**config.mk**
```make
export PLATFORM = sky130hd
export DESIGN_NAME = two_class_age_ordered_queue_unit
export DESIGN_NICKNAME = d
export VERILOG_FILES = /design/src/hdl/tcaoq_pkg.sv /design/src/hdl/tcaoq_fifo.sv /design/src/hdl/two_class_age_ordered_queue_unit.sv
export SDC_FILE = /design/constraint.sdc
export NUM_CORES = 1
export LEC_CHECK = 0
export BUFFER_PORTS_ARGS = -buffer_cell sky130_fd_sc_hd__buf_4
export CAP_MARGIN = 20
export CORE_AREA = 2 2 304 336
export CTS_BUF_LIST = sky130_fd_sc_hd__clkbuf_16
export DETAILED_ROUTE_END_ITERATION = 8
export DIE_AREA = 0 0 306 338
export GPL_TIMING_DRIVEN = 0
export PLACE_DENSITY = 0.57
export SLEW_MARGIN = 20
export SYNTH_ARGS = -nofsm -noshare
export SYNTH_HDL_FRONTEND = slang
export SYNTH_SLANG_ARGS = --single-unit
```
**constraint.sdc**
```tcl
create_clock -name clk -period 9.22 [get_ports clk]
set_input_delay 1.844 -clock clk [delete_from_list [all_inputs] [get_ports clk]]
set_output_delay 1.844 -clock clk [all_outputs]
set_load 0.1 [all_outputs]
```
**src/hdl/tcaoq_pkg.sv**
```systemverilog
`default_nettype none
// ----------------------------------------------------------------------------
// tcaoq_pkg
// Shared types and codes for the two-class age-ordered queue unit.
// ----------------------------------------------------------------------------
package tcaoq_pkg;

  localparam int QUEUE_DEPTH_DEF = 16;
  localparam int STAMP_BITS_DEF  = 16;
  localparam int TAG_BITS        = 16;

  localparam logic [2:0] ACT_ENQ_A   = 3'd0;
  localparam logic [2:0] ACT_ENQ_B   = 3'd1;
  localparam logic [2:0] ACT_DEQ_ANY = 3'd2;
  localparam logic [2:0] ACT_DEQ_A   = 3'd3;
  localparam logic [2:0] ACT_DEQ_B   = 3'd4;

  localparam logic [1:0] ST_OK    = 2'd0;
  localparam logic [1:0] ST_FULL  = 2'd1;
  localparam logic [1:0] ST_EMPTY = 2'd2;

  localparam logic CLASS_A = 1'b0;
  localparam logic CLASS_B = 1'b1;

  typedef struct packed {
    logic [2:0]          action;
    logic [TAG_BITS-1:0] item_tag;
  } req_t;

  typedef struct packed {
    logic [1:0]          status;
    logic [TAG_BITS-1:0] out_tag;
    logic                out_class;
    logic                out_valid;
  } rsp_t;

  typedef struct packed {
    logic push;
    logic pop;
  } fifo_ctrl_t;

  typedef struct packed {
    logic empty;
    logic full;
  } fifo_stat_t;

endpackage

`default_nettype wire

```
**src/hdl/tcaoq_fifo.sv**
```systemverilog
`default_nettype none
// ----------------------------------------------------------------------------
// tcaoq_fifo
// One class queue: entry memory of {stamp, tag} with registered head read,
// head and tail pointers and an occupancy count.
// ----------------------------------------------------------------------------
module tcaoq_fifo
  import tcaoq_pkg::*;
#(
  parameter int DEPTH      = QUEUE_DEPTH_DEF,
  parameter int STAMP_BITS = STAMP_BITS_DEF
) (
  input  wire logic                  clk,
  input  wire logic                  rst,
  input  wire fifo_ctrl_t            ctrl,
  input  wire logic [STAMP_BITS-1:0] wr_stamp,
  input  wire logic [TAG_BITS-1:0]   wr_tag,
  output fifo_stat_t                 stat,
  output logic [STAMP_BITS-1:0]      head_stamp,
  output logic [TAG_BITS-1:0]        head_tag
);

  localparam int IDX_W   = $clog2(DEPTH);
  localparam int CNT_W   = $clog2(DEPTH + 1);
  localparam int ENTRY_W = STAMP_BITS + TAG_BITS;

  logic [ENTRY_W-1:0] mem [DEPTH];
  logic [ENTRY_W-1:0] rd_data;
  logic [IDX_W-1:0]   head;
  logic [IDX_W-1:0]   head_next;
  logic [IDX_W-1:0]   tail;
  logic [IDX_W-1:0]   tail_next;
  logic [CNT_W-1:0]   count;

  assign stat.empty = (count == '0);
  assign stat.full  = (count == CNT_W'(DEPTH));

  assign head_next = (head == IDX_W'(DEPTH - 1)) ? '0 : head + 1'b1;
  assign tail_next = (tail == IDX_W'(DEPTH - 1)) ? '0 : tail + 1'b1;

  assign head_stamp = rd_data[ENTRY_W-1:TAG_BITS];
  assign head_tag   = rd_data[TAG_BITS-1:0];

  always_ff @(posedge clk) begin
    if (ctrl.push) begin
      mem[tail] <= {wr_stamp, wr_tag};
    end
    rd_data <= mem[head];
  end

  always_ff @(posedge clk) begin
    if (rst) begin
      head  <= '0;
      tail  <= '0;
      count <= '0;
    end else begin
      if (ctrl.push) begin
        tail  <= tail_next;
        count <= count + 1'b1;
      end else if (ctrl.pop) begin
        head  <= head_next;
        count <= count - 1'b1;
      end
    end
  end

  a_count_bound: assert property (@(posedge clk) disable iff (rst)
    count <= CNT_W'(DEPTH))
    else $error("queue count above depth");

  a_push_not_full: assert property (@(posedge clk) disable iff (rst)
    ctrl.push |-> !stat.full && !ctrl.pop)
    else $error("push into full queue or with pop");

  a_pop_not_empty: assert property (@(posedge clk) disable iff (rst)
    ctrl.pop |-> !stat.empty)
    else $error("pop from empty queue");

endmodule

`default_nettype wire

```
**src/hdl/two_class_age_ordered_queue_unit.sv**
```systemverilog
`default_nettype none
// ----------------------------------------------------------------------------
// two_class_age_ordered_queue_unit
// Two class queues with arrival stamps; dequeue-any returns the older head.
// ----------------------------------------------------------------------------
// result: a request accepted at one edge has its result on rsp with done
//   high in the cycle after the next edge
// flow: busy is high in the execute state; a new request is taken only once
//   the unit is back in idle, after the previous result has been registered
// reset: pointers, counts and the arrival counter clear; entry memories are
//   not cleared; done is held low, and rsp is not cleared
module two_class_age_ordered_queue_unit
  import tcaoq_pkg::*;
#(
  parameter int QUEUE_DEPTH = QUEUE_DEPTH_DEF,
  parameter int STAMP_BITS  = STAMP_BITS_DEF
) (
  input  wire logic clk,
  input  wire logic rst,
  input  wire logic start,
  input  wire req_t req,
  output logic      busy,
  output logic      done,
  output rsp_t      rsp
);

  typedef enum logic {
    S_IDLE,
    S_EXEC
  } state_t;

  state_t                state;
  logic [2:0]            action;
  logic [TAG_BITS-1:0]   tag;
  logic [STAMP_BITS-1:0] counter;

  fifo_ctrl_t            ctrl_a;
  fifo_ctrl_t            ctrl_b;
  fifo_stat_t            stat_a;
  fifo_stat_t            stat_b;
  logic [STAMP_BITS-1:0] stamp_a;
  logic [STAMP_BITS-1:0] stamp_b;
  logic [TAG_BITS-1:0]   tag_a;
  logic [TAG_BITS-1:0]   tag_b;
  logic [STAMP_BITS-1:0] diff;
  logic                  a_older;
  rsp_t                  rsp_next;
  logic                  exec;

  assign busy = (state != S_IDLE);
  assign exec = (state == S_EXEC);

  tcaoq_fifo #(.DEPTH(QUEUE_DEPTH), .STAMP_BITS(STAMP_BITS)) u_fifo_a (
    .clk        (clk),
    .rst        (rst),
    .ctrl       (ctrl_a),
    .wr_stamp   (counter),
    .wr_tag     (tag),
    .stat       (stat_a),
    .head_stamp (stamp_a),
    .head_tag   (tag_a)
  );

  tcaoq_fifo #(.DEPTH(QUEUE_DEPTH), .STAMP_BITS(STAMP_BITS)) u_fifo_b (
    .clk        (clk),
    .rst        (rst),
    .ctrl       (ctrl_b),
    .wr_stamp   (counter),
    .wr_tag     (tag),
    .stat       (stat_b),
    .head_stamp (stamp_b),
    .head_tag   (tag_b)
  );

  // wrap-safe age compare of the two heads
  assign diff    = stamp_b - stamp_a;
  assign a_older = (diff != '0) && !diff[STAMP_BITS-1];

  always_comb begin
    ctrl_a   = '0;
    ctrl_b   = '0;
    rsp_next = '0;
    case (action)
      ACT_ENQ_A: begin
        if (stat_a.full) rsp_next.status = ST_FULL;
        else ctrl_a.push = exec;
      end
      ACT_ENQ_B: begin
        if (stat_b.full) rsp_next.status = ST_FULL;
        else ctrl_b.push = exec;
      end
      ACT_DEQ_ANY: begin
        if (stat_a.empty && stat_b.empty) begin
          rsp_next.status = ST_EMPTY;
        end else if (stat_b.empty || (!stat_a.empty && a_older)) begin
          ctrl_a.pop         = exec;
          rsp_next.out_tag   = tag_a;
          rsp_next.out_class = CLASS_A;
          rsp_next.out_valid = 1'b1;
        end else begin
          ctrl_b.pop         = exec;
          rsp_next.out_tag   = tag_b;
          rsp_next.out_class = CLASS_B;
          rsp_next.out_valid = 1'b1;
        end
      end
      ACT_DEQ_A: begin
        if (stat_a.empty) begin
          rsp_next.status = ST_EMPTY;
        end else begin
          ctrl_a.pop         = exec;
          rsp_next.out_tag   = tag_a;
          rsp_next.out_class = CLASS_A;
          rsp_next.out_valid = 1'b1;
        end
      end
      ACT_DEQ_B: begin
        if (stat_b.empty) begin
          rsp_next.status = ST_EMPTY;
        end else begin
          ctrl_b.pop         = exec;
          rsp_next.out_tag   = tag_b;
          rsp_next.out_class = CLASS_B;
          rsp_next.out_valid = 1'b1;
        end
      end
      default: begin
        rsp_next = '0;
      end
    endcase
  end

  always_ff @(posedge clk) begin
    if (rst) begin
      state   <= S_IDLE;
      done    <= 1'b0;
      counter <= '0;
    end else begin
      done <= 1'b0;
      case (state)
        S_IDLE: begin
          if (start) state <= S_EXEC;
        end
        S_EXEC: begin
          state <= S_IDLE;
          done  <= 1'b1;
          if (ctrl_a.push || ctrl_b.push) counter <= counter + 1'b1;
        end
        default: begin
          state <= S_IDLE;
        end
      endcase
    end
  end

  always_ff @(posedge clk) begin
    if (!busy && start) begin
      action <= req.action;
      tag    <= req.item_tag;
    end
    if (exec) begin
      rsp <= rsp_next;
    end
  end

  a_done_after_exec: assert property (@(posedge clk) disable iff (rst)
    done |-> $past(state) == S_EXEC)
    else $error("result without execute cycle");

  a_accept_to_done: assert property (@(posedge clk) disable iff (rst)
    start && !busy |=> ##1 done)
    else $error("accepted request gave no result");

  a_valid_means_ok: assert property (@(posedge clk) disable iff (rst)
    done && rsp.out_valid |-> rsp.status == ST_OK)
    else $error("dequeued item with error status");

  a_single_update: assert property (@(posedge clk) disable iff (rst)
    $countones({ctrl_a.push, ctrl_a.pop, ctrl_b.push, ctrl_b.pop}) <= 1)
    else $error("more than one queue update per request");

endmodule

`default_nettype wire

```
==> results_dict.tcl, run 1 <==
set metrics [dict create \
    status "completed" \
    clock-sinks 1171 \
    synth.top_cell.area_share_pct 71.6 \
    antenna_found_initial 2 \
    ios 44 \
    vias_per_cell 5.84 \
    syn_area_per_cell_um2 22.0 \
    synth.ff_latch_count 1171 \
    slew_viol_final 0 \
    grtUsageTotal_pct 21.0 \
    grt_pass1_wl_um 154000 \
    max_freq_ghz 0.226 \
    period_needed_ns 4.43 \
    hp-class "reg2reg" \
    cts_inserted_buffers 113 \
    criticalPathCategory "reg2reg" \
    rows 122 \
    gp_congestion 0.831 \
    htreeDepth 3 \
    die_h_um 338 \
    netlist_area_um2 44600 \
    die_area_um2 103000 \
    fin_cells 3685 \
    post-route-drc-count 0 \
    drt-total-wl_um 107000 \
    r2r_start "busy" \
    path_max_fanout 22 \
    syn_nets 2089 \
    cts_tree "built" \
    hold_start "u_fifo_b.count[3]" \
    ir_worst_vdd_uv 157 \
    cp-startpoint "busy" \
    async_reset_ff_share_pct 0 \
    overflow 0 \
    synth.distinct_cells 71 \
    nNetsFinal 2342 \
    yosys.area.top_type "edfxtp_1" \
    drive_above_1_share_pct 29.7 \
    synth.yosys.seq_area_share_pct 76.4 \
    relSlewSlack_pct 25.4 \
    synth.area.top_cells "edfxtp_1 72%, mux4_2 16%, dfxtp_1 4.8%" \
    io_buffer_count 43 \
    end_kind "register" \
    finalHoldViolations 0 \
    avgRoutedWirePerCell_um 29.0 \
    synth_flop_cell "edfxtp_1" \
    die_x_um 306 \
    hpwl_um 71500 \
    cts_setup_buffers 0 \
    cp_data_arrival_time_ns 4.81 \
    start_util_pct 44.6 \
    yosys-top-cells-count "1063 x edfxtp_1, 320 x mux4_2, 108 x dfxtp_1, 74 x nor2_1, 58 x clkbuf_1" \
    worst_pin_slew_ns 1.12 \
    synth-edff-count 1063 \
    ctsHoldBuffers 0 \
    syn2layout_area_growth_pct 16.7 \
    n_antenna_cell 0 \
    grt_start_max_net_pins 37 \
    ctsRootBufferMaster "clkbuf_16" \
    finalSetupViolations 0 \
    drtIter0Drc 2485 \
    yosysWarnings 0 \
    path_clk_slew_ns 0.06 \
    antenna_violating_nets_post_route 0 \
    startpoint_type "register" \
    cts_resized 0 \
    max-clock-path-buffers 3 \
    clkLatencyLatePin_ns 0.69 \
    dr.pass1.iters 6 \
    timing.final.crit_share_pct 48.0 \
    core_um2 100000 \
    setup-tns-final_ns 0 \
    leakagePower_nw 16.5 \
    num_vias 21500 \
    grt_pass1_vias 22200 \
    drv_cap 0 \
    cp_data_required_time_ns 9.60 \
    clock_skew_ns 0.0203 \
    dp_cells 3462 \
    syn_inst 2032 \
    powerDensity_nw_per_um2 202 \
    rsz0062_at_grt "false" \
    yosysMostFrequentCell "edfxtp_1" \
]
==> cells in the final DEF (no fill, tap or decap), types with 25 or more instances in the layout <==
| cell type | synthesis | final |
|---|---|---|
| clkinv_1 | 1 | 33 |
| inv_1 | 26 | 51 |
| buf_16 | 0 | 28 |
| edfxtp_1 | 1063 | 1063 |
| clkbuf_16 | 0 | 118 |
| ha_1 | 32 | 32 |
| buf_4 | 3 | 74 |
| dfxtp_1 | 108 | 91 |
| nand2_1 | 41 | 41 |
| mux4_2 | 320 | 320 |
| a21oi_1 | 25 | 25 |
| nor2_1 | 74 | 50 |
| clkbuf_1 | 58 | 53 |
==> state kept, by name, summed over array words and instances, names as in the netlist <==
| signal | count |
|---|---|
| u_fifo_a.mem | 512 |
| u_fifo_b.mem | 512 |
| u_fifo_a.rd_data | 32 |
| u_fifo_b.rd_data | 32 |
| rsp | 20 |
| counter | 16 |
| tag | 16 |
| u_fifo_a.count | 5 |
| u_fifo_b.count | 5 |
| u_fifo_a.head | 4 |
| u_fifo_a.tail | 4 |
| u_fifo_b.head | 4 |
| u_fifo_b.tail | 4 |
| action | 3 |
| busy | 1 |
| done | 1 |
==> cell families after synthesis <==
kind of cell	count (synthesis)	share of synthesized area [%]
compound gates	122	2.12
xor+xnor	30	0.589
fa+ha+maj	35	1.03
buf+inv	128	1.16
flops	1171	76.4
mux	327	16.3
simple gates	219	2.38
==> worst paths after layout <==
check | end | slack, ns | cells after the start
max reg2reg | u_fifo_a.mem[3][11] | 4.79 | 11
min reg2reg | u_fifo_b.count[3] | 0.51 | 2
max | u_fifo_a.mem[3][11] | 4.79 | 11
min | u_fifo_b.count[3] | 0.51 | 2
==> metrics by stage <==
stage / cell area (um^2) / hold WS [ns] / power (mW) / util (%) / setup slack (ns)
after CTS: 51900 / 0.517 / 10.6 / 51.9 / 4.87
after global placement: 46600 / 0.491 / 6.09 / 46.6 / 0.826
after global routing: 52100 / 0.553 / 10.8 / 52.1 / 4.62
final: 52100 / 0.513 / 10.5 / 52.1 / 4.79
after floorplan: 44600 / 0.481 / 6.02 / - / 4.04
after detailed placement: 48200 / 0.508 / 6.10 / 48.2 / 4.87
==> critical path: stages (launching register included) <==
cell	delay (ns)
dfxtp_2	0.78
clkbuf_1	0.57
inv_1	0.23
nor2_1	0.17
and3_1	0.17
clkbuf_1	0.33
nand2_1	0.33
nor3_2	0.75
buf_6	0.26
buf_6	0.17
buf_6	0.16
buf_4	0.19
==> layer usage <==
layer  vias up  part of all wire [%]  global-route usage [%]
li1       9005                     -                       -
met3       162                   5.2                    2.64
met5         -                     0                       0
met2       734                    50                    35.8
met4         0                   2.7                    6.60
met1     11600                    42                    28.4
==> cell type report <==
cell class | count | area, um^2
timing repair buffer | 138 | 1880
fill | 7692 | 47900
inverter | 28 | 105
tap | 1302 | 1630
clock inverter | 95 | 723
multi-input combinational | 733 | 10200
sequential | 1171 | 34100
buffer | 100 | 438
clock buffer | 118 | 2950
==> power by group <==
| part | switching (mW) | internal, mW |
|---|---|---|
| logic | 0.119 | 0.0671 |
| clock network | 1.95 | 2.59 |
| registers | 0.0409 | 5.77 |
| total | 2.11 | 8.42 |
No activity file was read; power rests on OpenSTA's default activity.
==> inputs of run 2 (changes only) <==
==> constraint.sdc (replaced) <==
create_clock -name clk -period 4.1 [get_ports clk]
set_input_delay 0.82 -clock clk [delete_from_list [all_inputs] [get_ports clk]]
set_output_delay 0.82 -clock clk [all_outputs]
set_load 0.1 [all_outputs]
==> results_dict.tcl, run 2 (synthesis gave the netlist of run 1 again) <==
set metrics [dict create \
    path_clk_slew_ns 0.06 \
    n_fill_cell 7712 \
    whs_ns 0.303 \
    period_needed_ns 3.92 \
    core_um2 100000 \
    relSlewSlack_pct 27.6 \
    clock_skew_ns 0.0278 \
    end_kind "register" \
    status "completed" \
    grt_pass1_vias 21800 \
    finalHoldViolations 0 \
    num_vias 21200 \
    start_util_pct 44.6 \
    power_frac_comb_pct 1.8 \
    hp-class "in2reg" \
    path_max_fanout 10 \
    cp_data_required_time_ns 4.47 \
    power_switching_mw 4.77 \
    leakagePower_nw 16.5 \
    gp_congestion 0.804 \
    grt_pass1_wl_um 154000 \
    htreeDepth 3 \
    ctsHoldBuffers 0 \
    drv_cap 0 \
    grt_start_max_net_pins 37 \
    dr.pass1.iters 5 \
    rsz0062_at_grt "false" \
    finalSetupViolations 0 \
    hpwl_um 71300 \
    die_area_um2 103000 \
    top_usage_layer "met2" \
    ir_worst_vdd_uv 350 \
    grt_use_met1_pct 28.4 \
    overflow 0 \
    die_h_um 338 \
    cp_data_arrival_time_ns 4.28 \
    antenna_violating_nets_post_route 0 \
    post-route-drc-count 0 \
    nNetsFinal 2334 \
    switching_share_pct 20.2 \
    clock-sinks 1171 \
    grtUsageTotal_pct 21.0 \
    die_x_um 306 \
    max_freq_ghz 0.255 \
    largestRegisters "u_fifo_a.mem x512, u_fifo_b.mem x512" \
    slew_viol_final 0 \
    io_buffer_count 43 \
    avgRoutedWirePerCell_um 29.1 \
    cts_inserted_buffers 112 \
    ctsRootBufferMaster "clkbuf_16" \
    p_int_mw 18.8 \
    timing.final.crit_share_pct 95.5 \
    drt-total-wl_um 107000 \
    syn2layout_area_growth_pct 17.3 \
    antenna_found_initial 1 \
    startpoint_type "register" \
    vias_per_cell 5.78 \
    met2_usage_pct 35.9 \
    power_frac_seq_pct 55.3 \
    clkLatencyLatePin_ns 0.69 \
    criticalPathCategory "reg2reg" \
    drtIter0Drc 2175 \
    mostFrequentLayoutCell "edfxtp_1" \
    powerDensity_nw_per_um2 451 \
    use_met3_pct 2.67 \
    drive_above_1_share_pct 30.1 \
    rows 122 \
    cts_tree "built" \
    post-route-util_pct 52.3 \
    mostFrequentLayoutCells "1063 x edfxtp_1, 320 x mux4_2, 118 x clkbuf_16" \
    worst_pin_slew_ns 1.09 \
    clkPwrFrac_pct 42.9 \
    max-clock-path-buffers 3 \
    ios 44 \
]
==> run 2: cell count changes in the layout (fill, tap and decap cells not counted), moves of 6 or more <==
| cell | delta |
|---|---|
| buf_4 | -25 |
| nor3_4 | +8 |
| nor3_2 | -8 |
| buf_16 | +11 |
| buf_12 | -6 |
| clkinv_2 | +7 |
| clkinv_1 | -11 |
| buf_8 | +19 |
==> run 2: stage by stage <==
step / cells / TNS [ns] / total power, mW / area [um^2] / setup slack (ns)
CTS: 3665 / 0 / 23.8 / 52100 / 0.0252
global route: 3676 / 0 / 24.3 / 52300 / 0.0153
global placement: 3377 / -814.03 / 13.7 / 46700 / -1.92
floorplan: 2032 / 0 / 13.5 / 44700 / 0.240
finish: 3677 / 0 / 23.6 / 52300 / 0.184
detailed placement: 3451 / -0.0970 / 13.7 / 48400 / -0.0409
==> run 2: final timing paths <==
| kind | startpoint | endpoint | slack (ns) | cells past startpoint |
|---|---|---|---|---|
| hold / removal | req[10] | tag[10] | 0.30 | 1 |
| setup / recovery | u_fifo_a.rd_data[19] | rsp[16] | 0.18 | 13 |
| setup reg to reg | u_fifo_a.rd_data[19] | rsp[16] | 0.18 | 13 |
| hold reg to reg | u_fifo_b.tail[1] | u_fifo_b.tail[1] | 0.53 | 2 |
==> run 2: final cells by class <==
| type | count | area [um^2] | area share, % |
|---|---|---|---|
| flip-flops and latches | 1171 | 34100 | 65.2 |
| multi-input cells | 733 | 10300 | 19.7 |
| clock buffers | 118 | 2950 | 5.64 |
| repair buffers | 132 | 2100 | 4.02 |
| well taps | 1302 | 1630 | 3.11 |
| clock inverters | 93 | 697 | 1.33 |
| plain buffers | 99 | 434 | 0.830 |
| inverters | 28 | 105 | 0.201 |
| diodes | 1 | 2.50 | 0.00478 |
==> run 2: repair_timing <==
item                       in CTS  in global routing
gates resized for setup         0                  3
pin swaps                       1                  0
setup buffers                   3                  0
setup endpoints to repair       3                 10
==> run 2: per-layer routing <==
| layer | wire, um | share of wire, % |
|---|---|---|
| met1 | 44400 | 42 |
| met3 | 5560 | 5.2 |
| met5 | 0 | 0 |
| met4 | 2720 | 2.5 |
| met2 | 54200 | 51 |
==> run 2: worst max-delay path, cell delays in order, from the launching register on <==
cell,delay [ns]
dfxtp_1,0.42
inv_1,0.08
ha_1,0.28
clkbuf_1,0.30
o2111ai_1,0.33
a21o_1,0.26
a211oi_1,0.28
o221ai_1,0.27
a2111oi_4,0.31
buf_4,0.22
a21oi_2,0.09
buf_4,0.22
buf_2,0.21
a22o_1,0.33
==> run 2: power by group through the flow <==
stage	Combinational [mW]	Clock, mW	Sequential [mW]
after floorplan	0.191	0	13.4
after global placement	0.361	0	13.3
after detailed placement	0.372	0	13.3
after CTS	0.374	10.3	13.1
after global routing	0.447	10.8	13.1
final	0.419	10.1	13.1
